### src/hdl/slrd_pkg.sv
// Package of constants, types and helper functions for the scroll and LED register device.
`default_nettype none

package slrd_pkg;

	// Register file geometry and special register addresses.
	localparam int REG_COUNT = 8;
	localparam int IDX_W = $clog2(REG_COUNT);
	localparam logic [8:0] ADDR_LIMIT = 9'(REG_COUNT);
	localparam logic [7:0] LED_REG = 8'd0;
	localparam logic [7:0] WHITE_REG = 8'd1;
	localparam logic [7:0] CLICKS_REG = 8'd2;

	// Click counter centre and clamp limits.
	localparam logic [7:0] CLICK_CENTRE = 8'h80;
	localparam logic [7:0] CLICK_HIGH = 8'd132;
	localparam logic [7:0] CLICK_HIGH_CLAMP = 8'd129;
	localparam logic [7:0] CLICK_LOW = 8'd124;
	localparam logic [7:0] CLICK_LOW_CLAMP = 8'd127;
	localparam logic [7:0] LEVEL_FULL = 8'd255;

	// Configuration register indexes and reset values.
	localparam int CFG_IDX_W = 2;
	localparam logic [CFG_IDX_W-1:0] CFG_FULL_HOLD = 2'd0;
	localparam logic [CFG_IDX_W-1:0] CFG_EXTEND_HOLD = 2'd1;
	localparam logic [CFG_IDX_W-1:0] CFG_STEP_PERIOD = 2'd2;
	localparam logic [15:0] FULL_HOLD_RESET = 16'd4000;
	localparam logic [15:0] EXTEND_HOLD_RESET = 16'd5000;
	localparam logic [7:0] STEP_PERIOD_RESET = 8'd8;

	// Item kinds carried in the input tuser field.
	typedef enum logic [2:0] {
		FUNC_SELECT = 3'd0,
		FUNC_WRITE  = 3'd1,
		FUNC_READ   = 3'd2,
		FUNC_TICK   = 3'd3,
		FUNC_SCROLL = 3'd4
	} func_t;

	// Value that a register entry holds after reset.
	function automatic logic [7:0] entry_reset(input logic [IDX_W-1:0] idx);
		logic [7:0] v;
		v = 8'd0;
		if ({{(9-IDX_W){1'b0}}, idx} == {1'b0, CLICKS_REG}) begin
			v = CLICK_CENTRE;
		end
		return v;
	endfunction

	// True when an address falls inside the register file.
	function automatic logic in_file(input logic [7:0] addr);
		return {1'b0, addr} < ADDR_LIMIT;
	endfunction

endpackage

`default_nettype wire

### src/hdl/scroll_led_register_device_top.sv
// Top level of the scroll and LED register device: register file memory, pointer and fade logic.
//
//  channel | direction | handshake          | payload
//  --------+-----------+--------------------+--------------------------------------------
//  s_*     | in        | s_tvalid/s_tready  | tuser func, tdata reg_addr, wdata, step_up
//  m_*     | out       | m_tvalid/m_tready  | tdata read_data, leds, pwm_level, scroll_irq
//  cfg_*   | in        | cfg_valid/cfg_ready| cfg_addr register index, cfg_data value
//
// The register file is read at the accept edge and the read-modify-write happens in the middle
// stage, whose result is loaded into the output register when the stage moves on. One item is
// accepted every cycle while the middle stage is empty or moving on: the memory reads at the
// accept edge and writes at the retire edge through separate ports, with forwarding from the
// write of the item just ahead.
// Reset is asynchronous and clears all control state and the per-entry valid bits, so the
// register file reads its reset contents at once without a clearing pass.
// A stalled output holds its item; the input keeps accepting while the output register or the
// middle stage has room.
`default_nettype none

module scroll_led_register_device_top (
	input  wire logic        clk,
	input  wire logic        arst_n,
	// Input items.
	input  wire logic        s_tvalid,
	output logic             s_tready,
	input  wire logic [23:0] s_tdata,  // reg_addr[7:0], wdata[15:8], step_up[16], zero fill
	input  wire logic [2:0]  s_tuser,  // func[2:0]
	// Result items.
	output logic             m_tvalid,
	input  wire logic        m_tready,
	output logic [23:0]      m_tdata,  // read_data[7:0], red_led[8], green_led[9],
	                                   // orange_led[10], pwm_level[18:11], scroll_irq[19],
	                                   // zero fill
	// Configuration writes.
	input  wire logic        cfg_valid,
	output logic             cfg_ready,
	input  wire logic [1:0]  cfg_addr,
	input  wire logic [15:0] cfg_data
);

	localparam int IW = slrd_pkg::IDX_W;
	localparam int RC = slrd_pkg::REG_COUNT;

	// Configuration registers.
	logic [15:0] full_hold_q;
	logic [15:0] extend_hold_q;
	logic [7:0]  step_period_q;

	assign cfg_ready = 1'b1;

	always_ff @(posedge clk or negedge arst_n) begin
		if (!arst_n) begin
			full_hold_q   <= slrd_pkg::FULL_HOLD_RESET;
			extend_hold_q <= slrd_pkg::EXTEND_HOLD_RESET;
			step_period_q <= slrd_pkg::STEP_PERIOD_RESET;
		end else if (cfg_valid && cfg_ready) begin
			unique case (cfg_addr)
				slrd_pkg::CFG_FULL_HOLD:   full_hold_q   <= cfg_data;
				slrd_pkg::CFG_EXTEND_HOLD: extend_hold_q <= cfg_data;
				slrd_pkg::CFG_STEP_PERIOD: step_period_q <= cfg_data[7:0];
				default: ;
			endcase
		end
	end

	// Input fields.
	slrd_pkg::func_t in_func;
	logic [7:0] in_addr;
	logic [7:0] in_wdata;
	logic       in_up;

	assign in_func  = slrd_pkg::func_t'(s_tuser[2:0]);
	assign in_addr  = s_tdata[7:0];
	assign in_wdata = s_tdata[15:8];
	assign in_up    = s_tdata[16];

	// Stage handshake. The middle stage moves on when the output register is free or
	// drained in this cycle; a new item enters whenever the middle stage is empty or moving.
	logic s1_valid_q;
	logic out_valid_q;
	logic s1_adv;
	logic accept;

	assign s1_adv   = s1_valid_q && (!out_valid_q || m_tready);
	assign s_tready = !s1_valid_q || s1_adv;
	assign accept   = s_tvalid && s_tready;

	// Pointer and the armed clicks read depend only on the item itself, so they are kept
	// at the accept stage, where they also choose the memory read address.
	logic [7:0] ptr_q;
	logic       armed_q;
	logic [8:0] ptr_inc;
	logic [7:0] ptr_next;
	logic [7:0] rd_addr;

	assign ptr_inc  = {1'b0, ptr_q} + 9'd1;
	assign ptr_next = (ptr_inc >= slrd_pkg::ADDR_LIMIT) ? 8'd0 : ptr_inc[7:0];

	always_comb begin
		unique case (in_func)
			slrd_pkg::FUNC_READ:   rd_addr = armed_q ? slrd_pkg::CLICKS_REG : ptr_q;
			slrd_pkg::FUNC_TICK:   rd_addr = slrd_pkg::WHITE_REG;
			slrd_pkg::FUNC_SCROLL: rd_addr = slrd_pkg::CLICKS_REG;
			default:               rd_addr = ptr_q;
		endcase
	end

	always_ff @(posedge clk or negedge arst_n) begin
		if (!arst_n) begin
			ptr_q   <= 8'd0;
			armed_q <= 1'b0;
		end else if (accept) begin
			unique case (in_func)
				slrd_pkg::FUNC_SELECT, slrd_pkg::FUNC_WRITE: begin
					ptr_q <= in_addr;
					if (in_addr == slrd_pkg::CLICKS_REG) begin
						armed_q <= 1'b1;
					end
				end
				slrd_pkg::FUNC_READ: begin
					ptr_q   <= ptr_next;
					armed_q <= 1'b0;
				end
				default: ;
			endcase
		end
	end

	// Register file memory and the valid bits that stand for its reset contents.
	logic [7:0]    mem [RC];
	logic [RC-1:0] entry_vld_q;
	logic          mem_we;
	logic [7:0]    mem_waddr;
	logic [7:0]    mem_wdata;
	logic [IW-1:0] mem_widx;
	logic [IW-1:0] rd_idx;
	logic          rd_ok;

	assign mem_widx = mem_waddr[IW-1:0];
	assign rd_idx   = rd_addr[IW-1:0];
	assign rd_ok    = slrd_pkg::in_file(rd_addr);

	always_ff @(posedge clk) begin
		if (mem_we) begin
			mem[mem_widx] <= mem_wdata;
		end
	end

	always_ff @(posedge clk or negedge arst_n) begin
		if (!arst_n) begin
			entry_vld_q <= '0;
		end else if (mem_we) begin
			entry_vld_q[mem_widx] <= 1'b1;
		end
	end

	// Middle stage: the item, its registered read data and the write that was retired at
	// the same edge, which the memory read could not yet see.
	slrd_pkg::func_t func_s1;
	logic [7:0]    addr_s1;
	logic [7:0]    wdata_s1;
	logic          up_s1;
	logic          armed_s1;
	logic          rd_ok_s1;
	logic [IW-1:0] rd_idx_s1;
	logic [7:0]    rdata_s1;
	logic          rd_vld_s1;
	logic          fwd_en_s1;
	logic [IW-1:0] fwd_idx_s1;
	logic [7:0]    fwd_data_s1;

	always_ff @(posedge clk or negedge arst_n) begin
		if (!arst_n) begin
			s1_valid_q <= 1'b0;
		end else if (s_tready) begin
			s1_valid_q <= s_tvalid;
		end
	end

	always_ff @(posedge clk) begin
		if (accept) begin
			func_s1     <= in_func;
			addr_s1     <= in_addr;
			wdata_s1    <= in_wdata;
			up_s1       <= in_up;
			armed_s1    <= armed_q;
			rd_ok_s1    <= rd_ok;
			rd_idx_s1   <= rd_idx;
			rd_vld_s1   <= rd_ok ? entry_vld_q[rd_idx] : 1'b0;
			fwd_en_s1   <= mem_we;
			fwd_idx_s1  <= mem_widx;
			fwd_data_s1 <= mem_wdata;
			if (rd_ok) begin
				rdata_s1 <= mem[rd_idx];
			end
		end
	end

	// Entry value as the item sees it, or zero for an address outside the file.
	logic [7:0] cur;

	always_comb begin
		priority if (!rd_ok_s1) begin
			cur = 8'd0;
		end else if (fwd_en_s1 && fwd_idx_s1 == rd_idx_s1) begin
			cur = fwd_data_s1;
		end else if (rd_vld_s1) begin
			cur = rdata_s1;
		end else begin
			cur = slrd_pkg::entry_reset(rd_idx_s1);
		end
	end

	// Time, fade and hold state. time_p1_q always holds time_q plus one, which keeps the
	// tick path to one wide add and compare.
	logic [31:0] time_q;
	logic [31:0] time_p1_q;
	logic [31:0] hold_q;
	logic [7:0]  step_timer_q;
	logic [7:0]  level_q;
	logic [2:0]  led_q;

	// Next values from the middle stage.
	logic [31:0] hold_d;
	logic [7:0]  step_timer_d;
	logic [7:0]  level_d;
	logic [7:0]  rdata_d;
	logic        irq_d;
	logic        tick_d;
	logic [7:0]  period;
	logic [8:0]  timer_inc;
	logic        fire;
	logic [7:0]  click;

	assign period    = (step_period_q == 8'd0) ? 8'd1 : step_period_q;
	assign timer_inc = {1'b0, step_timer_q} + 9'd1;
	assign fire      = timer_inc >= {1'b0, period};
	assign click     = up_s1 ? cur + 8'd1 : cur - 8'd1;

	always_comb begin
		hold_d       = hold_q;
		step_timer_d = step_timer_q;
		level_d      = level_q;
		rdata_d      = 8'd0;
		irq_d        = 1'b0;
		tick_d       = 1'b0;
		mem_we       = 1'b0;
		mem_waddr    = addr_s1;
		mem_wdata    = wdata_s1;
		unique case (func_s1)
			slrd_pkg::FUNC_WRITE: begin
				// Writes to the clicks address only arm the read.
				if (addr_s1 != slrd_pkg::CLICKS_REG && slrd_pkg::in_file(addr_s1)) begin
					mem_we = 1'b1;
					if (addr_s1 == slrd_pkg::WHITE_REG && hold_q > time_q) begin
						hold_d = time_q + {16'd0, extend_hold_q};
					end
				end
			end
			slrd_pkg::FUNC_READ: begin
				rdata_d = cur;
				if (armed_s1 && slrd_pkg::in_file(slrd_pkg::CLICKS_REG)) begin
					mem_we    = 1'b1;
					mem_waddr = slrd_pkg::CLICKS_REG;
					mem_wdata = slrd_pkg::CLICK_CENTRE;
				end
			end
			slrd_pkg::FUNC_TICK: begin
				tick_d       = 1'b1;
				step_timer_d = fire ? 8'd0 : timer_inc[7:0];
				if (cur != level_q) begin
					if (fire) begin
						level_d = (cur > level_q) ? level_q + 8'd1 : level_q - 8'd1;
						if (level_d == slrd_pkg::LEVEL_FULL) begin
							hold_d = time_p1_q + {16'd0, full_hold_q};
						end
					end
				end else if (cur == slrd_pkg::LEVEL_FULL && time_p1_q > hold_q) begin
					// The hold has run out: the target falls to zero.
					mem_we    = 1'b1;
					mem_waddr = slrd_pkg::WHITE_REG;
					mem_wdata = 8'd0;
				end
			end
			slrd_pkg::FUNC_SCROLL: begin
				mem_waddr = slrd_pkg::CLICKS_REG;
				mem_we    = slrd_pkg::in_file(slrd_pkg::CLICKS_REG);
				priority if (click > slrd_pkg::CLICK_HIGH) begin
					mem_wdata = slrd_pkg::CLICK_HIGH_CLAMP;
					irq_d     = 1'b1;
				end else if (click < slrd_pkg::CLICK_LOW) begin
					mem_wdata = slrd_pkg::CLICK_LOW_CLAMP;
					irq_d     = 1'b1;
				end else begin
					mem_wdata = click;
				end
			end
			default: ;
		endcase
		// Nothing retires unless the stage moves on.
		mem_we = mem_we && s1_adv;
	end

	always_ff @(posedge clk or negedge arst_n) begin
		if (!arst_n) begin
			time_q       <= 32'd0;
			time_p1_q    <= 32'd1;
			hold_q       <= 32'd0;
			step_timer_q <= 8'd0;
			level_q      <= 8'd0;
			led_q        <= 3'd0;
		end else if (s1_adv) begin
			hold_q       <= hold_d;
			step_timer_q <= step_timer_d;
			level_q      <= level_d;
			if (tick_d) begin
				time_q    <= time_p1_q;
				time_p1_q <= time_p1_q + 32'd1;
			end
			// Shadow of the LED bits, following every store to the LED entry.
			if (mem_we && mem_waddr == slrd_pkg::LED_REG) begin
				led_q <= mem_wdata[2:0];
			end
		end
	end

	// Output register. The LED and level state only change when a new item is loaded here,
	// so while an item waits they still show the state that item left.
	logic [7:0] out_rdata_q;
	logic       out_irq_q;

	always_ff @(posedge clk or negedge arst_n) begin
		if (!arst_n) begin
			out_valid_q <= 1'b0;
		end else if (s1_adv) begin
			out_valid_q <= 1'b1;
		end else if (m_tready) begin
			out_valid_q <= 1'b0;
		end
	end

	always_ff @(posedge clk) begin
		if (s1_adv) begin
			out_rdata_q <= rdata_d;
			out_irq_q   <= irq_d;
		end
	end

	assign m_tvalid = out_valid_q;
	assign m_tdata  = {4'd0, out_irq_q, level_q, led_q[2], led_q[1], led_q[0], out_rdata_q};

`ifndef NO_ASSERTIONS
	// The input only stalls when both stages are full and the output is held.
	a_no_needless_stall: assert property (@(posedge clk) disable iff (!arst_n)
		!s_tready |-> (s1_valid_q && out_valid_q && !m_tready))
		else $error("input stalled with room in the pipeline");

	// The register file is only written by an item that leaves the middle stage.
	a_write_retires: assert property (@(posedge clk) disable iff (!arst_n)
		mem_we |-> s1_adv)
		else $error("register file written by a stalled item");

	// After a read the pointer lies inside the register file.
	a_ptr_wraps: assert property (@(posedge clk) disable iff (!arst_n)
		(accept && in_func == slrd_pkg::FUNC_READ) |=> slrd_pkg::in_file(ptr_q))
		else $error("pointer left the register file after a read");

	// The white level moves by at most one step per item.
	a_level_step: assert property (@(posedge clk) disable iff (!arst_n)
		(level_q != $past(level_q)) |->
			(level_q == $past(level_q) + 8'd1 || level_q == $past(level_q) - 8'd1))
		else $error("white level jumped by more than one step");
`endif

endmodule

`default_nettype wire
### config.mk
export PLATFORM = sky130hd
export DESIGN_NAME = scroll_led_register_device_top
export DESIGN_NICKNAME = d
export VERILOG_FILES = /design/src/hdl/slrd_pkg.sv /design/src/hdl/scroll_led_register_device_top.sv
export SDC_FILE = /design/constraint.sdc
export NUM_CORES = 1
export LEC_CHECK = 0
export BUFFER_PORTS_ARGS = -buffer_cell sky130_fd_sc_hd__buf_2
export CORE_MARGIN = 4
export CORE_UTILIZATION = 50
export CTS_BUF_LIST = sky130_fd_sc_hd__clkbuf_8
export DETAILED_ROUTE_END_ITERATION = 10
export PLACE_DENSITY_LB_ADDON = 0.25
export SYNTH_ARGS = -nofsm -noshare
export SYNTH_HDL_FRONTEND = slang
export SYNTH_SLANG_ARGS = --single-unit
### constraint.sdc
create_clock -name clk -period 6.1 [get_ports clk]
set_input_delay 0.915 -clock clk [delete_from_list [all_inputs] [get_ports clk]]
set_output_delay 0.915 -clock clk [all_outputs]
set_load 0.03 [all_outputs]
==> results <==
- The run finished with clean final reports.
- The number of global-route vias before repair is 12681.
- After synthesis, the mean cell area works out to 10.5 um^2.
- The library cells used most frequently in the layout, excluding fill and tap cells, are sky130_fd_sc_hd__nand2_1, sky130_fd_sc_hd__dfrtp_1, sky130_fd_sc_hd__ha_1, sky130_fd_sc_hd__inv_1, sky130_fd_sc_hd__edfxtp_1.
- The top fanout value on the critical path is 18.
- The first global-routing pass estimated 66100 um of wire.
- In this run the remaining antenna-violating nets after routing total 0.
- Buffers added to address setup during post-CTS repair amount to 0.
- The number of hold buffers added after cts is 0.
- The number of antenna violations at the first check in global routing is 0.
- The finished layout holds 2185 standard cells, fillers aside.
- Between clock sinks in the finished design, the worst skew comes to 0.0405 ns.
- Across the run, the number of max-cap violations was 0.
- After clock tree synthesis, the clock-pin slew on the worst setup and hold paths is 0.06 ns.
- The final setup violation count is 0.
- The fraction of the cycle the final worst path needs is 0.895.
- The cell area reported after detailed placement is 0.0177 mm^2.
- At the pin with the least slew margin, the transition time is 1.13 ns.
- The area overhead of the layout relative to synthesis is 10.7%.
- In this run the static leakage power is 8.51 nW.
- Port buffering added 64 buffers.
- The detailed router finished its first iteration with 849 violations.
- The total routing usage reported by global routing is 0.224.
- The path type of the worst min-delay path is in -> async.
- In this run the cell area of the synthesized design comes to 0.0169 mm^2.
- The flop and latch count out of synthesis is 293.
- The power per unit of standard cell area is 300 mW/mm^2.
- The die covers 0.0367 mm^2.
- In this run the tightest slew margin relative to its limit is 0.248.
- Synthesis produced a netlist whose cell count is 1614.
- The post-cts sizing count is 0.
- The die is 192 um wide.
- The startpoint-to-endpoint class of the critical path is reg -> reg.
- CTS saw 293 sinks.
- The final-report hold violation count was 0.
- The most common library cell in the layout ignoring fill and taps is sky130_fd_sc_hd__nand2_1.
- The later pin in the worst-skew pair is clocked with a latency of 0.62 ns.
- Summing all non-filler instances in the final layout gives an area of 0.0187 mm^2.
- The number of max-slew violations in the final report was 0.
- At the end of the flow, the number of nets in the layout was 1885.
- The smallest hold slack is 0.282 ns.
- Counting tap cells, the placed design contains a total of 2089 instances.
- The wire length after detailed routing is 40800 um.
- The DRC violations left is 0.
- The dominant register cell in the synthesized netlist is sky130_fd_sc_hd__dfrtp_1.
- After layout, the minimum clock period comes to 5.46 ns.
- STA puts the critical path data arrival time at 5.92 ns.
- The first TritonRoute pass finished after 6 iterations.
- The required arrival time at the worst endpoint is 6.56 ns.
- After floorplanning, the core was sized to cover 0.0329 mm^2.
- The via density per instance is 5.68.
- Buffers inserted during clock tree synthesis total 51.
- Counting along the longest clock path gives a buffer depth of 3.
- Yosys mapped the design onto 74 distinct sky130hd cell types.
- The upper clock frequency limit is 183 MHz.
- The number of antenna diodes is 0.
- The last weighted congestion value of the routability-driven placer is 0.884.
- The number of placement rows is 66.
- Before CTS, the worst setup slack after placement is 0.683 ns.
- The worst setup path is captured at a register.
- The setup total negative slack is 0 ns.
- The routed via count is 12404.
- Across all setup checks in the final design, the least slack found is 0.638 ns.
- Global routing finished with a remaining overflow of 0.
- The share of final-layout standard cells stronger than drive strength 1 is 0.141.
- For this run, the number of Yosys warnings is 0.
- The routed length per instance is 18.7 um.
- The tree is rooted in a sky130_fd_sc_hd__clkbuf_8.
- The async set-reset flop share out of synthesis is 0.594.
- The number of top-level pins is 77.
- The number of synthesized flops with an enable pin is 119.
- Setup repair after global routing left no endpoint under its margin.
- IR analysis of the VDD net gives a maximum drop of 177 uV.
- The signal on the critical path passes through xor2_1 > nor4b_4 > buf_4 > a21oi_1 > nor2b_1 > ha_1 > nor2b_1 > o211ai_1 > a21oi_1 > o21ai_1 > buf_4 > ha_1 > o21ai_0 > a21oi_1 > o21a_1 > o21ai_0 > nand2b_1 > xnor3_1 > o32ai_1 > nand2_2 > buf_4 > mux2i_1.
- Entering global routing, the biggest net connects 74 pins.
- The register area share after synthesis is 0.471.
- The detailed placer's ending HPWL is 29300 um.
- The initial utilization of the core area, before any placement, comes to 0.513.
- The highest cell delay on the worst timing path is 0.46 ns.
- In this run the number of H-tree levels came out at 2.
- The die is 192 um tall.
- The critical path startpoint category is a register.
- TritonCTS built the clock tree.
- Among all stages on the critical path, the largest delay is contributed by sky130_fd_sc_hd__o21ai_1.
[layer usage]
metal  part of all wire  track usage  vias to the layer above  routed length, um
met5                  0            0                        -                  0
li1                   -            -                     5972                  -
met3              0.053       0.0369                       81               2140
met2               0.47        0.365                      331              19100
met1               0.45        0.307                     6020              18400
met4              0.027       0.0749                        0               1080
[Yosys cell counts (all sizes together) (27+ instances only)]
cell	number	area, um^2
mux2i	63	631
mux2	45	510
xnor2	75	657
ha	131	1640
inv	110	413
edfxtp	119	3570
a21oi	89	445
clkbuf	35	133
and3	27	169
nand4	31	194
dfrtp	161	4030
xor2	34	298
o21ai	108	541
nand3	43	215
nor2	82	308
nand2	172	653
[final timing paths]
| path | start | slack (ns) | cells after the start | end |
|---|---|---|---|---|
| worst min register to register | entry_vld_q[0] | 0.47 | 1 | entry_vld_q[0] |
| worst max-delay path | rd_idx_s1[0] | 0.64 | 22 | hold_q[12] |
| min in group clk | entry_vld_q[0] | 0.47 | 1 | entry_vld_q[0] |
| worst min-delay path | arst_n | 0.28 | 1 | hold_q[14] |
| worst max register to register | rd_idx_s1[0] | 0.64 | 22 | hold_q[12] |
| max in group asynchronous | arst_n | 4.57 | 2 | m_tvalid |
[cell families (layout without fill, tap and decap cells)]
logic type | Yosys count | after routing | share of synthesized area
mux | 113 | 113 | 0.0743
fa+ha+maj | 135 | 135 | 0.102
buf+inv | 159 | 285 | 0.0372
simple gates | 467 | 467 | 0.135
compound gates | 335 | 335 | 0.122
other cells | 2 | 5 | 0.000445
flops | 293 | 293 | 0.471
xor+xnor | 110 | 110 | 0.0579
[cell type report]
cell class,count,area (um^2)
Fill cell,2909,14200
Multi-Input combinational cell,1165,8320
Sequential cell,293,7940
Clock buffer,60,826
Tap cell,442,553
Timing Repair Buffer,79,439
Inverter,110,413
Clock inverter,36,184
[stage by stage]
stage	utilization	power, W
3_3_place_gp	0.538	0.00381
3_5_place_dp	0.538	0.00386
5_1_grt	0.568	0.00595
2_1_floorplan	-	0.00345
4_1_cts	0.568	0.00565
6_report	0.568	0.00560
[registers in the layout, indices dropped and copies added (netlist names), 16 cells and up]
signal,count
extend_hold_q,16
full_hold_q,16
hold_q,32
mem,64
time_p1_q,32
time_q,32
[critical path: cells and delay by family (launching register included)]
family | cells | cell delay, ns
mux | 1 | 0.15
flops | 1 | 0.41
compound gates | 9 | 1.65
xor+xnor | 2 | 0.39
buf+inv | 3 | 0.88
simple gates | 5 | 1.23
fa+ha+maj | 2 | 0.58
[power by group]
part           internal, W  switching [W]
clock             0.000909       0.000850
sequential         0.00228       0.000170
combinational     0.000572       0.000821
No activity file was read; power rests on OpenSTA's default activity.
